### config.mk
export PLATFORM = sky130hd
export DESIGN_NAME = heading_pid_turn_controller_core
export DESIGN_NICKNAME = d
export VERILOG_FILES = /design/src/hdl/hpt_pkg.sv /design/src/hdl/heading_pid_turn_controller_core.sv /design/src/hdl/hpt_regs.sv /design/src/hdl/hpt_ctrl.sv /design/src/hdl/hpt_dp.sv
export SDC_FILE = /design/constraint.sdc
export NUM_CORES = 2
export LEC_CHECK = 0
export BUFFER_PORTS_ARGS = -buffer_cell sky130_fd_sc_hd__buf_2
export CAP_MARGIN = 10
export CORE_MARGIN = 4
export CORE_UTILIZATION = 30
export CTS_CLUSTER_DIAMETER = 100
export CTS_CLUSTER_SIZE = 16
export DETAILED_ROUTE_END_ITERATION = 16
export GPL_ROUTABILITY_DRIVEN = 0
export HOLD_SLACK_MARGIN = 0.12
export PLACE_DENSITY = 0.46
export SLEW_MARGIN = 20
export SYNTH_ARGS = -nofsm -noshare
export SYNTH_HDL_FRONTEND = slang
export SYNTH_SLANG_ARGS = --single-unit
export TNS_END_PERCENT = 20
### constraint.sdc
create_clock -name aclk -period 23.7 [get_ports aclk]
set_input_delay 2.37 -clock aclk [delete_from_list [all_inputs] [get_ports aclk]]
set_output_delay 2.37 -clock aclk [all_outputs]
set_load 0.005 [all_outputs]
### src/hdl/hpt_pkg.sv
`default_nettype none

package hpt_pkg;

    localparam int ADDR_W = 5;
    localparam int DATA_W = 32;

    typedef enum logic [2:0] {
        REG_TARGET    = 3'd0,
        REG_GAIN_P    = 3'd1,
        REG_GAIN_I    = 3'd2,
        REG_GAIN_D    = 3'd3,
        REG_THRESHOLD = 3'd4
    } reg_idx_t;

    localparam logic signed [16:0] TARGET_RST    = 17'sd0;
    localparam logic [27:0]        GAIN_P_RST    = 28'd1153434;
    localparam logic [27:0]        GAIN_I_RST    = 28'd105;
    localparam logic [27:0]        GAIN_D_RST    = 28'd16305357;
    localparam logic [15:0]        THRESHOLD_RST = 16'd13;

    localparam logic signed [17:0] WRAP_HALF    = 18'sd46080;
    localparam logic signed [17:0] WRAP_FULL    = 18'sd92160;
    localparam logic [5:0]         SETTLE_STEPS = 6'd50;
    localparam logic [39:0]        SUM_MAX      = {1'b0, {39{1'b1}}};
    localparam logic [39:0]        SUM_MIN      = {1'b1, {39{1'b0}}};
    localparam logic [67:0]        TERM_LIMIT   = 68'd1 << 52;
    localparam logic [55:0]        DRIVE_LIMIT  = 56'd26843545600;
    // 1560/100 = 78/5: scale by 78, drop 28 fraction bits, then divide by 5
    localparam logic [27:0]        SPEED_MUL    = 28'd78;
    localparam logic [27:0]        RECIP_FIVE   = 28'd52429;

    typedef struct packed {
        logic signed [16:0] target;
        logic [27:0]        gain_p;
        logic [27:0]        gain_i;
        logic [27:0]        gain_d;
        logic [15:0]        threshold;
    } cfg_t;

    typedef enum logic [2:0] {
        MUL_P  = 3'd0,
        MUL_D  = 3'd1,
        MUL_IL = 3'd2,
        MUL_IH = 3'd3,
        MUL_S  = 3'd4,
        MUL_Q  = 3'd5
    } mul_sel_t;

    typedef enum logic [1:0] {
        ACC_HOLD   = 2'd0,
        ACC_LOAD_P = 2'd1,
        ACC_ADD_D  = 2'd2,
        ACC_ADD_I  = 2'd3
    } acc_op_t;

    typedef struct packed {
        logic     capture;
        logic     wrap;
        logic     update;
        logic     mul_en;
        mul_sel_t mul_sel;
        acc_op_t  acc_op;
        logic     save_lo;
        logic     isat;
        logic     clamp;
        logic     result;
    } cmd_t;

    typedef struct packed {
        logic out_busy;
    } status_t;

endpackage

`default_nettype wire

### src/hdl/heading_pid_turn_controller_core.sv
`default_nettype none

// Heading PID turn controller. Each s_ transfer carries one measured heading
// (1/256 degree); each m_ transfer returns the left and right wheel speeds
// (+-1560) and a one-step stable flag. The error is wrapped into +-180 degrees,
// the integral sum saturates at 40 bits, and the drive is clamped to +-100.
// A heading is accepted only once the result of the last has moved to the
// output register. A single 28x36 multiplier is used six times in sequence
// (P, D, two halves of I, speed scale, divide by five). A finished result
// waits in the output register while the next heading is accepted.
// Registers on the APB port at byte addresses: 0x00 target_heading,
// 0x04 gain_proportional, 0x08 gain_integral, 0x0C gain_derivative
// (gains unsigned Q8.20), 0x10 settle_threshold. Write only while idle.
module heading_pid_turn_controller_core (
    input  logic                       aclk,
    input  logic                       aresetn,
    input  logic                       s_valid,
    output logic                       s_ready,
    input  logic signed [16:0]         s_measured_heading,
    output logic                       m_valid,
    input  logic                       m_ready,
    output logic signed [11:0]         m_speed_left,
    output logic signed [11:0]         m_speed_right,
    output logic                       m_stable_pulse,
    input  logic                       psel,
    input  logic                       penable,
    input  logic                       pwrite,
    input  logic [hpt_pkg::ADDR_W-1:0] paddr,
    input  logic [hpt_pkg::DATA_W-1:0] pwdata,
    output logic [hpt_pkg::DATA_W-1:0] prdata,
    output logic                       pready
);
    import hpt_pkg::*;

    cfg_t    cfg;
    cmd_t    cmd;
    status_t status;

    hpt_regs u_regs (
        .aclk    (aclk),
        .aresetn (aresetn),
        .psel    (psel),
        .penable (penable),
        .pwrite  (pwrite),
        .paddr   (paddr),
        .pwdata  (pwdata),
        .prdata  (prdata),
        .pready  (pready),
        .cfg     (cfg)
    );

    hpt_ctrl u_ctrl (
        .aclk    (aclk),
        .aresetn (aresetn),
        .s_valid (s_valid),
        .s_ready (s_ready),
        .status  (status),
        .cmd     (cmd)
    );

    hpt_dp u_dp (
        .aclk               (aclk),
        .aresetn            (aresetn),
        .cfg                (cfg),
        .cmd                (cmd),
        .status             (status),
        .s_measured_heading (s_measured_heading),
        .m_valid            (m_valid),
        .m_ready            (m_ready),
        .m_speed_left       (m_speed_left),
        .m_speed_right      (m_speed_right),
        .m_stable_pulse     (m_stable_pulse)
    );

endmodule

`default_nettype wire

### src/hdl/hpt_regs.sv
`default_nettype none

module hpt_regs (
    input  logic                       aclk,
    input  logic                       aresetn,
    input  logic                       psel,
    input  logic                       penable,
    input  logic                       pwrite,
    input  logic [hpt_pkg::ADDR_W-1:0] paddr,
    input  logic [hpt_pkg::DATA_W-1:0] pwdata,
    output logic [hpt_pkg::DATA_W-1:0] prdata,
    output logic                       pready,
    output hpt_pkg::cfg_t              cfg
);
    import hpt_pkg::*;

    logic signed [16:0] target_reg;
    logic [27:0]        gain_p_reg;
    logic [27:0]        gain_i_reg;
    logic [27:0]        gain_d_reg;
    logic [15:0]        threshold_reg;
    reg_idx_t           reg_idx;
    logic               wr_en;

    assign reg_idx = reg_idx_t'(paddr[ADDR_W-1:2]);
    assign pready  = 1'b1;
    assign wr_en   = psel & penable & pwrite & pready;

    always_ff @(posedge aclk) begin
        if (!aresetn) begin
            target_reg    <= TARGET_RST;
            gain_p_reg    <= GAIN_P_RST;
            gain_i_reg    <= GAIN_I_RST;
            gain_d_reg    <= GAIN_D_RST;
            threshold_reg <= THRESHOLD_RST;
        end else if (wr_en) begin
            case (reg_idx)
                REG_TARGET:    target_reg    <= $signed(pwdata[16:0]);
                REG_GAIN_P:    gain_p_reg    <= pwdata[27:0];
                REG_GAIN_I:    gain_i_reg    <= pwdata[27:0];
                REG_GAIN_D:    gain_d_reg    <= pwdata[27:0];
                REG_THRESHOLD: threshold_reg <= pwdata[15:0];
                default: ;
            endcase
        end
    end

    always_comb begin
        case (reg_idx)
            REG_TARGET:    prdata = {{(DATA_W-17){target_reg[16]}}, target_reg};
            REG_GAIN_P:    prdata = {{(DATA_W-28){1'b0}}, gain_p_reg};
            REG_GAIN_I:    prdata = {{(DATA_W-28){1'b0}}, gain_i_reg};
            REG_GAIN_D:    prdata = {{(DATA_W-28){1'b0}}, gain_d_reg};
            REG_THRESHOLD: prdata = {{(DATA_W-16){1'b0}}, threshold_reg};
            default:       prdata = '0;
        endcase
    end

    always_comb begin
        cfg.target    = target_reg;
        cfg.gain_p    = gain_p_reg;
        cfg.gain_i    = gain_i_reg;
        cfg.gain_d    = gain_d_reg;
        cfg.threshold = threshold_reg;
    end

endmodule

`default_nettype wire

### src/hdl/hpt_ctrl.sv
`default_nettype none

module hpt_ctrl (
    input  logic             aclk,
    input  logic             aresetn,
    input  logic             s_valid,
    output logic             s_ready,
    input  hpt_pkg::status_t status,
    output hpt_pkg::cmd_t    cmd
);
    import hpt_pkg::*;

    typedef enum logic [11:0] {
        ST_IDLE  = 12'b000000000001,
        ST_WRAP  = 12'b000000000010,
        ST_UPD   = 12'b000000000100,
        ST_MD    = 12'b000000001000,
        ST_MIL   = 12'b000000010000,
        ST_MIH   = 12'b000000100000,
        ST_ISAT  = 12'b000001000000,
        ST_IADD  = 12'b000010000000,
        ST_CLAMP = 12'b000100000000,
        ST_MS    = 12'b001000000000,
        ST_MQ    = 12'b010000000000,
        ST_OUT   = 12'b100000000000
    } state_t;

    state_t state_reg;
    state_t state_next;

    always_ff @(posedge aclk) begin
        if (!aresetn) begin
            state_reg <= ST_IDLE;
        end else begin
            state_reg <= state_next;
        end
    end

    always_comb begin
        state_next = state_reg;
        cmd        = '0;
        s_ready    = 1'b0;
        case (state_reg)
            ST_IDLE: begin
                s_ready = 1'b1;
                if (s_valid) begin
                    cmd.capture = 1'b1;
                    state_next  = ST_WRAP;
                end
            end
            ST_WRAP: begin
                cmd.wrap   = 1'b1;
                state_next = ST_UPD;
            end
            ST_UPD: begin
                cmd.update  = 1'b1;
                cmd.mul_en  = 1'b1;
                cmd.mul_sel = MUL_P;
                state_next  = ST_MD;
            end
            ST_MD: begin
                cmd.mul_en  = 1'b1;
                cmd.mul_sel = MUL_D;
                cmd.acc_op  = ACC_LOAD_P;
                state_next  = ST_MIL;
            end
            ST_MIL: begin
                cmd.mul_en  = 1'b1;
                cmd.mul_sel = MUL_IL;
                cmd.acc_op  = ACC_ADD_D;
                state_next  = ST_MIH;
            end
            ST_MIH: begin
                cmd.mul_en  = 1'b1;
                cmd.mul_sel = MUL_IH;
                cmd.save_lo = 1'b1;
                state_next  = ST_ISAT;
            end
            ST_ISAT: begin
                cmd.isat   = 1'b1;
                state_next = ST_IADD;
            end
            ST_IADD: begin
                cmd.acc_op = ACC_ADD_I;
                state_next = ST_CLAMP;
            end
            ST_CLAMP: begin
                cmd.clamp  = 1'b1;
                state_next = ST_MS;
            end
            ST_MS: begin
                cmd.mul_en  = 1'b1;
                cmd.mul_sel = MUL_S;
                state_next  = ST_MQ;
            end
            ST_MQ: begin
                cmd.mul_en  = 1'b1;
                cmd.mul_sel = MUL_Q;
                state_next  = ST_OUT;
            end
            ST_OUT: begin
                if (!status.out_busy) begin
                    cmd.result = 1'b1;
                    state_next = ST_IDLE;
                end
            end
            default: begin
                state_next = ST_IDLE;
            end
        endcase
    end

`ifndef SYNTHESIS
    a_accept_starts: assert property (@(posedge aclk) disable iff (!aresetn)
        (s_valid && s_ready) |=> (state_reg == ST_WRAP))
        else $error("accepted transfer did not start processing");
    a_ready_idle: assert property (@(posedge aclk) disable iff (!aresetn)
        s_ready |-> !cmd.result && !cmd.mul_en)
        else $error("ready raised while datapath busy");
    a_out_wait: assert property (@(posedge aclk) disable iff (!aresetn)
        (state_reg == ST_OUT && status.out_busy) |=> (state_reg == ST_OUT))
        else $error("result dropped while output held");
`endif

endmodule

`default_nettype wire

### src/hdl/hpt_dp.sv
`default_nettype none

module hpt_dp (
    input  logic               aclk,
    input  logic               aresetn,
    input  hpt_pkg::cfg_t      cfg,
    input  hpt_pkg::cmd_t      cmd,
    output hpt_pkg::status_t   status,
    input  logic signed [16:0] s_measured_heading,
    output logic               m_valid,
    input  logic               m_ready,
    output logic signed [11:0] m_speed_left,
    output logic signed [11:0] m_speed_right,
    output logic               m_stable_pulse
);
    import hpt_pkg::*;

    logic signed [16:0] meas_reg;
    logic signed [16:0] err_reg;
    logic signed [16:0] prev_err_reg;
    logic [39:0]        error_sum_reg;
    logic [5:0]         settle_count_reg;
    logic               pulse_reg;
    logic [16:0]        diff_mag_reg;
    logic               diff_neg_reg;
    logic [63:0]        prod_reg;
    logic [47:0]        ilo_reg;
    logic [52:0]        ilim_reg;
    logic [55:0]        acc_reg;
    logic [34:0]        dmag_reg;
    logic               drive_neg_reg;
    logic               m_valid_reg;
    logic signed [11:0] m_speed_left_reg;
    logic signed [11:0] m_speed_right_reg;
    logic               m_stable_pulse_reg;

    logic signed [17:0] raw_err;
    logic signed [17:0] wrap_err;
    logic signed [17:0] diff;
    logic [17:0]        diff_abs;
    logic [16:0]        err_mag;
    logic signed [40:0] sum_ext;
    logic [39:0]        sum_next;
    logic [39:0]        sum_mag;
    logic               settled;
    logic [5:0]         count_inc;
    logic [27:0]        mul_a;
    logic [35:0]        mul_b;
    logic [63:0]        mul_full;
    logic [55:0]        acc_term;
    logic               acc_neg;
    logic [55:0]        acc_base;
    logic [67:0]        ifull;
    logic [55:0]        acc_mag;
    logic [10:0]        smag;
    logic signed [11:0] speed;

    assign raw_err = $signed({cfg.target[16], cfg.target}) - $signed({meas_reg[16], meas_reg});

    always_comb begin
        if (raw_err > WRAP_HALF) begin
            wrap_err = raw_err - WRAP_FULL;
        end else if (raw_err < -WRAP_HALF) begin
            wrap_err = raw_err + WRAP_FULL;
        end else begin
            wrap_err = raw_err;
        end
    end

    assign err_mag   = err_reg[16] ? 17'(-err_reg) : 17'(err_reg);
    assign diff      = $signed({err_reg[16], err_reg}) - $signed({prev_err_reg[16], prev_err_reg});
    assign diff_abs  = diff[17] ? 18'(-diff) : 18'(diff);
    assign sum_ext   = $signed({error_sum_reg[39], error_sum_reg})
                     + $signed({{24{err_reg[16]}}, err_reg});
    assign sum_next  = (sum_ext[40] != sum_ext[39]) ? (sum_ext[40] ? SUM_MIN : SUM_MAX)
                                                    : sum_ext[39:0];
    assign sum_mag   = error_sum_reg[39] ? (40'd0 - error_sum_reg) : error_sum_reg;
    assign settled   = {1'b0, cfg.threshold} > diff_abs[16:0];
    assign count_inc = settle_count_reg + 6'd1;

    always_comb begin
        case (cmd.mul_sel)
            MUL_P: begin
                mul_a = cfg.gain_p;
                mul_b = {19'd0, err_mag};
            end
            MUL_D: begin
                mul_a = cfg.gain_d;
                mul_b = {19'd0, diff_mag_reg};
            end
            MUL_IL: begin
                mul_a = cfg.gain_i;
                mul_b = {16'd0, sum_mag[19:0]};
            end
            MUL_IH: begin
                mul_a = cfg.gain_i;
                mul_b = {16'd0, sum_mag[39:20]};
            end
            MUL_S: begin
                mul_a = SPEED_MUL;
                mul_b = {1'b0, dmag_reg};
            end
            MUL_Q: begin
                mul_a = RECIP_FIVE;
                mul_b = {23'd0, prod_reg[40:28]};
            end
            default: begin
                mul_a = '0;
                mul_b = '0;
            end
        endcase
    end

    assign mul_full = mul_a * mul_b;

    always_comb begin
        case (cmd.acc_op)
            ACC_LOAD_P: begin
                acc_term = {1'b0, prod_reg[54:0]};
                acc_neg  = err_reg[16];
                acc_base = '0;
            end
            ACC_ADD_D: begin
                acc_term = {1'b0, prod_reg[54:0]};
                acc_neg  = diff_neg_reg;
                acc_base = acc_reg;
            end
            ACC_ADD_I: begin
                acc_term = {3'd0, ilim_reg};
                acc_neg  = error_sum_reg[39];
                acc_base = acc_reg;
            end
            default: begin
                acc_term = '0;
                acc_neg  = 1'b0;
                acc_base = acc_reg;
            end
        endcase
    end

    assign ifull   = {prod_reg[47:0], 20'd0} + {20'd0, ilo_reg};
    assign acc_mag = acc_reg[55] ? (56'd0 - acc_reg) : acc_reg;
    assign smag    = prod_reg[28:18];
    assign speed   = drive_neg_reg ? -$signed({1'b0, smag}) : $signed({1'b0, smag});

    always_ff @(posedge aclk) begin
        if (cmd.capture) begin
            meas_reg <= s_measured_heading;
        end
        if (cmd.wrap) begin
            err_reg <= wrap_err[16:0];
        end
        if (cmd.update) begin
            diff_mag_reg <= diff_abs[16:0];
            diff_neg_reg <= diff[17];
        end
        if (cmd.mul_en) begin
            prod_reg <= mul_full;
        end
        if (cmd.acc_op != ACC_HOLD) begin
            acc_reg <= acc_base + (acc_neg ? (56'd0 - acc_term) : acc_term);
        end
        if (cmd.save_lo) begin
            ilo_reg <= prod_reg[47:0];
        end
        if (cmd.isat) begin
            ilim_reg <= (ifull > TERM_LIMIT) ? TERM_LIMIT[52:0] : ifull[52:0];
        end
        if (cmd.clamp) begin
            dmag_reg      <= (acc_mag > DRIVE_LIMIT) ? DRIVE_LIMIT[34:0] : acc_mag[34:0];
            drive_neg_reg <= acc_reg[55];
        end
        if (cmd.result) begin
            m_speed_right_reg  <= speed;
            m_speed_left_reg   <= -speed;
            m_stable_pulse_reg <= pulse_reg;
        end
    end

    always_ff @(posedge aclk) begin
        if (!aresetn) begin
            prev_err_reg     <= '0;
            error_sum_reg    <= '0;
            settle_count_reg <= '0;
            pulse_reg        <= 1'b0;
            m_valid_reg      <= 1'b0;
        end else begin
            if (cmd.update) begin
                prev_err_reg  <= err_reg;
                error_sum_reg <= sum_next;
                pulse_reg     <= 1'b0;
                if (settled) begin
                    if (count_inc >= SETTLE_STEPS) begin
                        settle_count_reg <= '0;
                        pulse_reg        <= 1'b1;
                    end else begin
                        settle_count_reg <= count_inc;
                    end
                end
            end
            if (cmd.result) begin
                m_valid_reg <= 1'b1;
            end else if (m_ready) begin
                m_valid_reg <= 1'b0;
            end
        end
    end

    assign status.out_busy = m_valid_reg & ~m_ready;
    assign m_valid         = m_valid_reg;
    assign m_speed_left    = m_speed_left_reg;
    assign m_speed_right   = m_speed_right_reg;
    assign m_stable_pulse  = m_stable_pulse_reg;

`ifndef SYNTHESIS
    a_count_range: assert property (@(posedge aclk) disable iff (!aresetn)
        settle_count_reg < SETTLE_STEPS)
        else $error("settle count past limit");
    a_pulse_clears: assert property (@(posedge aclk) disable iff (!aresetn)
        pulse_reg |-> (settle_count_reg == 6'd0))
        else $error("stable pulse without count clear");
    a_mirror: assert property (@(posedge aclk) disable iff (!aresetn)
        m_valid_reg |-> (m_speed_left_reg == -m_speed_right_reg))
        else $error("wheel speeds not mirrored");
    a_speed_range: assert property (@(posedge aclk) disable iff (!aresetn)
        m_valid_reg |-> (m_speed_right_reg <= 12'sd1560 && m_speed_right_reg >= -12'sd1560))
        else $error("speed beyond scale");
`endif

endmodule

`default_nettype wire
==> results_dict.tcl <==
set metrics [dict create \
    ys_ff_latch 518 \
    holdWs_ps 437 \
    power.switching_mw 4.32 \
    synth_commonest_cells "inv_1 (1140), fa_1 (835), nand2_1 (822)" \
    drive_above_1_share_pct 5.43 \
    layout.cells.non_filler 10157 \
    hold_path_class "reg2reg" \
    clk_path_buf_depth 3 \
    yosysTopAreaCell "fa_1" \
    drv_cap 0 \
    post_drt_wl_per_cell_um 20.1 \
    grt_pass1_wl_um 314000 \
    hold_start "u_dp.pulse_reg" \
    worstMarginPinSlew_ps 1170 \
    intPower_mw 4.18 \
    required_ps 24190 \
    hold_viol 0 \
    ir_drop_mv 0.280 \
    crit-reg2reg-launch "u_ctrl.state_reg[0]" \
    synth.area.top_cells "fa_1 (27%), edfxtp_1 (15%), ha_1 (7.2%)" \
    track_usage_pct 18.7 \
    postCtsHoldBufs 0 \
    arrival_ps 13320 \
    yosysTopAreaCellShare_pct 26.6 \
    area_growth_syn_to_layout_pct 9.95 \
    post-route-min-period_ps 12830 \
    grt_overflow 0 \
    start_kind "register" \
    seqPwrFrac_pct 15.4 \
    post_cts_buffers 0 \
    stdcell_area_sq_um 69000 \
    p_per_area_nw_per_um2 123 \
    ys.flop_type "edfxtp_1" \
    fin_skew_ps 55.1 \
    die_w_um 465 \
    critPathCaptureType "register" \
    netlist_instances 7082 \
    vias_per_cell 4.96 \
    r2r_slack_ps 10870 \
    chipHeight_um 465 \
    cts_resized 0 \
    antenna_left 0 \
    drt_iter0_markers 3735 \
    drv_slew 0 \
    dr.pass1.iters 6 \
    ys_types 102 \
    clk_latency_ps 670 \
    die_area_sq_um 217000 \
    outcome "finished clean" \
    p_total_mw 8.50 \
    grt_start_max_net_pins 96 \
    fmax_mhz 77.9 \
    antenna_found_initial 6 \
    power_frac_comb_pct 75.6 \
    htreeDepth 2 \
    grt_pass1_vias 50899 \
    drc_errors 0 \
    setup_ws_ps 10870 \
    seq_area_frac_synth_pct 21.7 \
    coreArea_sq_um 208000 \
    holdPathStages 0 \
    cts_tree "built" \
    finalCritPeriodShare_pct 54.1 \
    nets 8598 \
    largest_reg_flops 56 \
    port_buffers 113 \
    crit_top_cell "fa_1" \
    slew_headroom_pct 22.1 \
    path_max_fanout 42 \
    clock_sinks 518 \
    cp_slowest_cell "o21a_1" \
    fin_util_pct 33.2 \
    rows 167 \
    crit_family "compound AO/OA/AOI/OAI gates" \
    ys_warn_count 0 \
    placedInstanceArea_sq_um 67600 \
    clock_power_share_pct 9.0 \
    place_ws_ps 10970 \
    clk_pin_slew_worst_paths_ps 80 \
    io_pins 121 \
    root_buffer "clkbuf_16" \
    hold_path_end "u_dp.m_stable_pulse" \
    path_buf_inv 6 \
    num_vias 50406 \
    cts_buffers 44 \
    sw_frac_of_total_pct 50.8 \
    avgSynthCellArea_sq_um 8.86 \
    synthArstFlopShare_pct 0 \
    setup-violations-final 0 \
    p_leak_nw 30.7 \
    place_hpwl_um 162000 \
    synth_edf_count 324 \
    drt-total-wl_um 204000 \
    dp_cells 10081 \
    yosysMostFrequentCell "inv_1" \
    path_class "reg2reg" \
    initial_core_util_pct 30.2 \
    critical-path-max-stage-delay_ps 900 \
    r2r_cells 33 \
    synth_area_sq_um 62800 \
    rsz0062_at_grt "false" \
    timing.rr.end "u_dp.prod_reg[50]" \
    fin_setup_tns_ps 0 \
]
## cells in the final DEF (no fill, tap or decap), types with 121 or more instances in the layout
master and count:
xor2_1 181, a21oi_1 415, ha_1 359, inv_1 1136
nor2_1 595, edfxtp_1 324, xnor2_1 197, dfxtp_1 194
nand3_1 121, conb_1 325, fa_1 835, nand2_1 820
o21ai_0 295
## layer usage
| layer | GRT usage (%) | wire length, um | vias to the layer above |
|---|---|---|---|
| li1 | - | - | 23526 |
| met3 | 2.35 | 11000 | 197 |
| met2 | 28.6 | 87800 | 1289 |
| met5 | 0 | 19 | - |
| met4 | 3.95 | 4630 | 2 |
| met1 | 28.1 | 100000 | 25392 |
## worst max-delay path by stage
stage                         from                 to  cells past startpoint  slack [ps]
3_5_place_dp   u_ctrl.state_reg[0]  u_dp.prod_reg[48]                     33       10970
3_3_place_gp   u_ctrl.state_reg[0]  u_dp.prod_reg[48]                     33       10990
5_1_grt        u_ctrl.state_reg[0]  u_dp.prod_reg[50]                     33       10270
4_1_cts        u_ctrl.state_reg[0]  u_dp.prod_reg[50]                     33       10870
6_report       u_ctrl.state_reg[0]  u_dp.prod_reg[50]                     33       10870
2_1_floorplan  u_ctrl.state_reg[0]  u_dp.prod_reg[49]                     32       13920
## area by class of cell
cell class / count / area, sq um
multi-input cells: 5438 / 45100
fillers: 21774 / 139000
repair buffers: 196 / 1190
inverters: 1141 / 4290
diodes: 2 / 5.00
clock inverters: 14 / 173
clock buffers: 60 / 1210
flip-flops and latches: 518 / 13600
well taps: 2788 / 3490
## power by group through the flow
stage | Combinational [mW] | Sequential [mW] | Clock, mW
floorplan | 4.50 | 1.32 | 0
global placement | 6.25 | 1.33 | 0
detailed placement | 6.23 | 1.33 | 0
CTS | 6.28 | 1.31 | 0.794
global route | 7.29 | 1.31 | 0.823
finish | 6.43 | 1.31 | 0.767
## cells by family (layout without fill, tap and decap cells)
kind of cell	after synthesis	in the layout	share of synthesized area, %
AO/OA/AOI/OAI	1397	1397	14.3
flip-flops	518	518	21.7
other	2	327	0.0120
multiplexers	45	45	0.781
adder cells (fa/ha/maj)	1203	1203	33.9
XOR/XNOR	378	378	5.27
AND/OR/NAND/NOR	2090	2090	15.2
buffers and inverters	1449	1411	8.81
(Power assumes the default switching activity.)
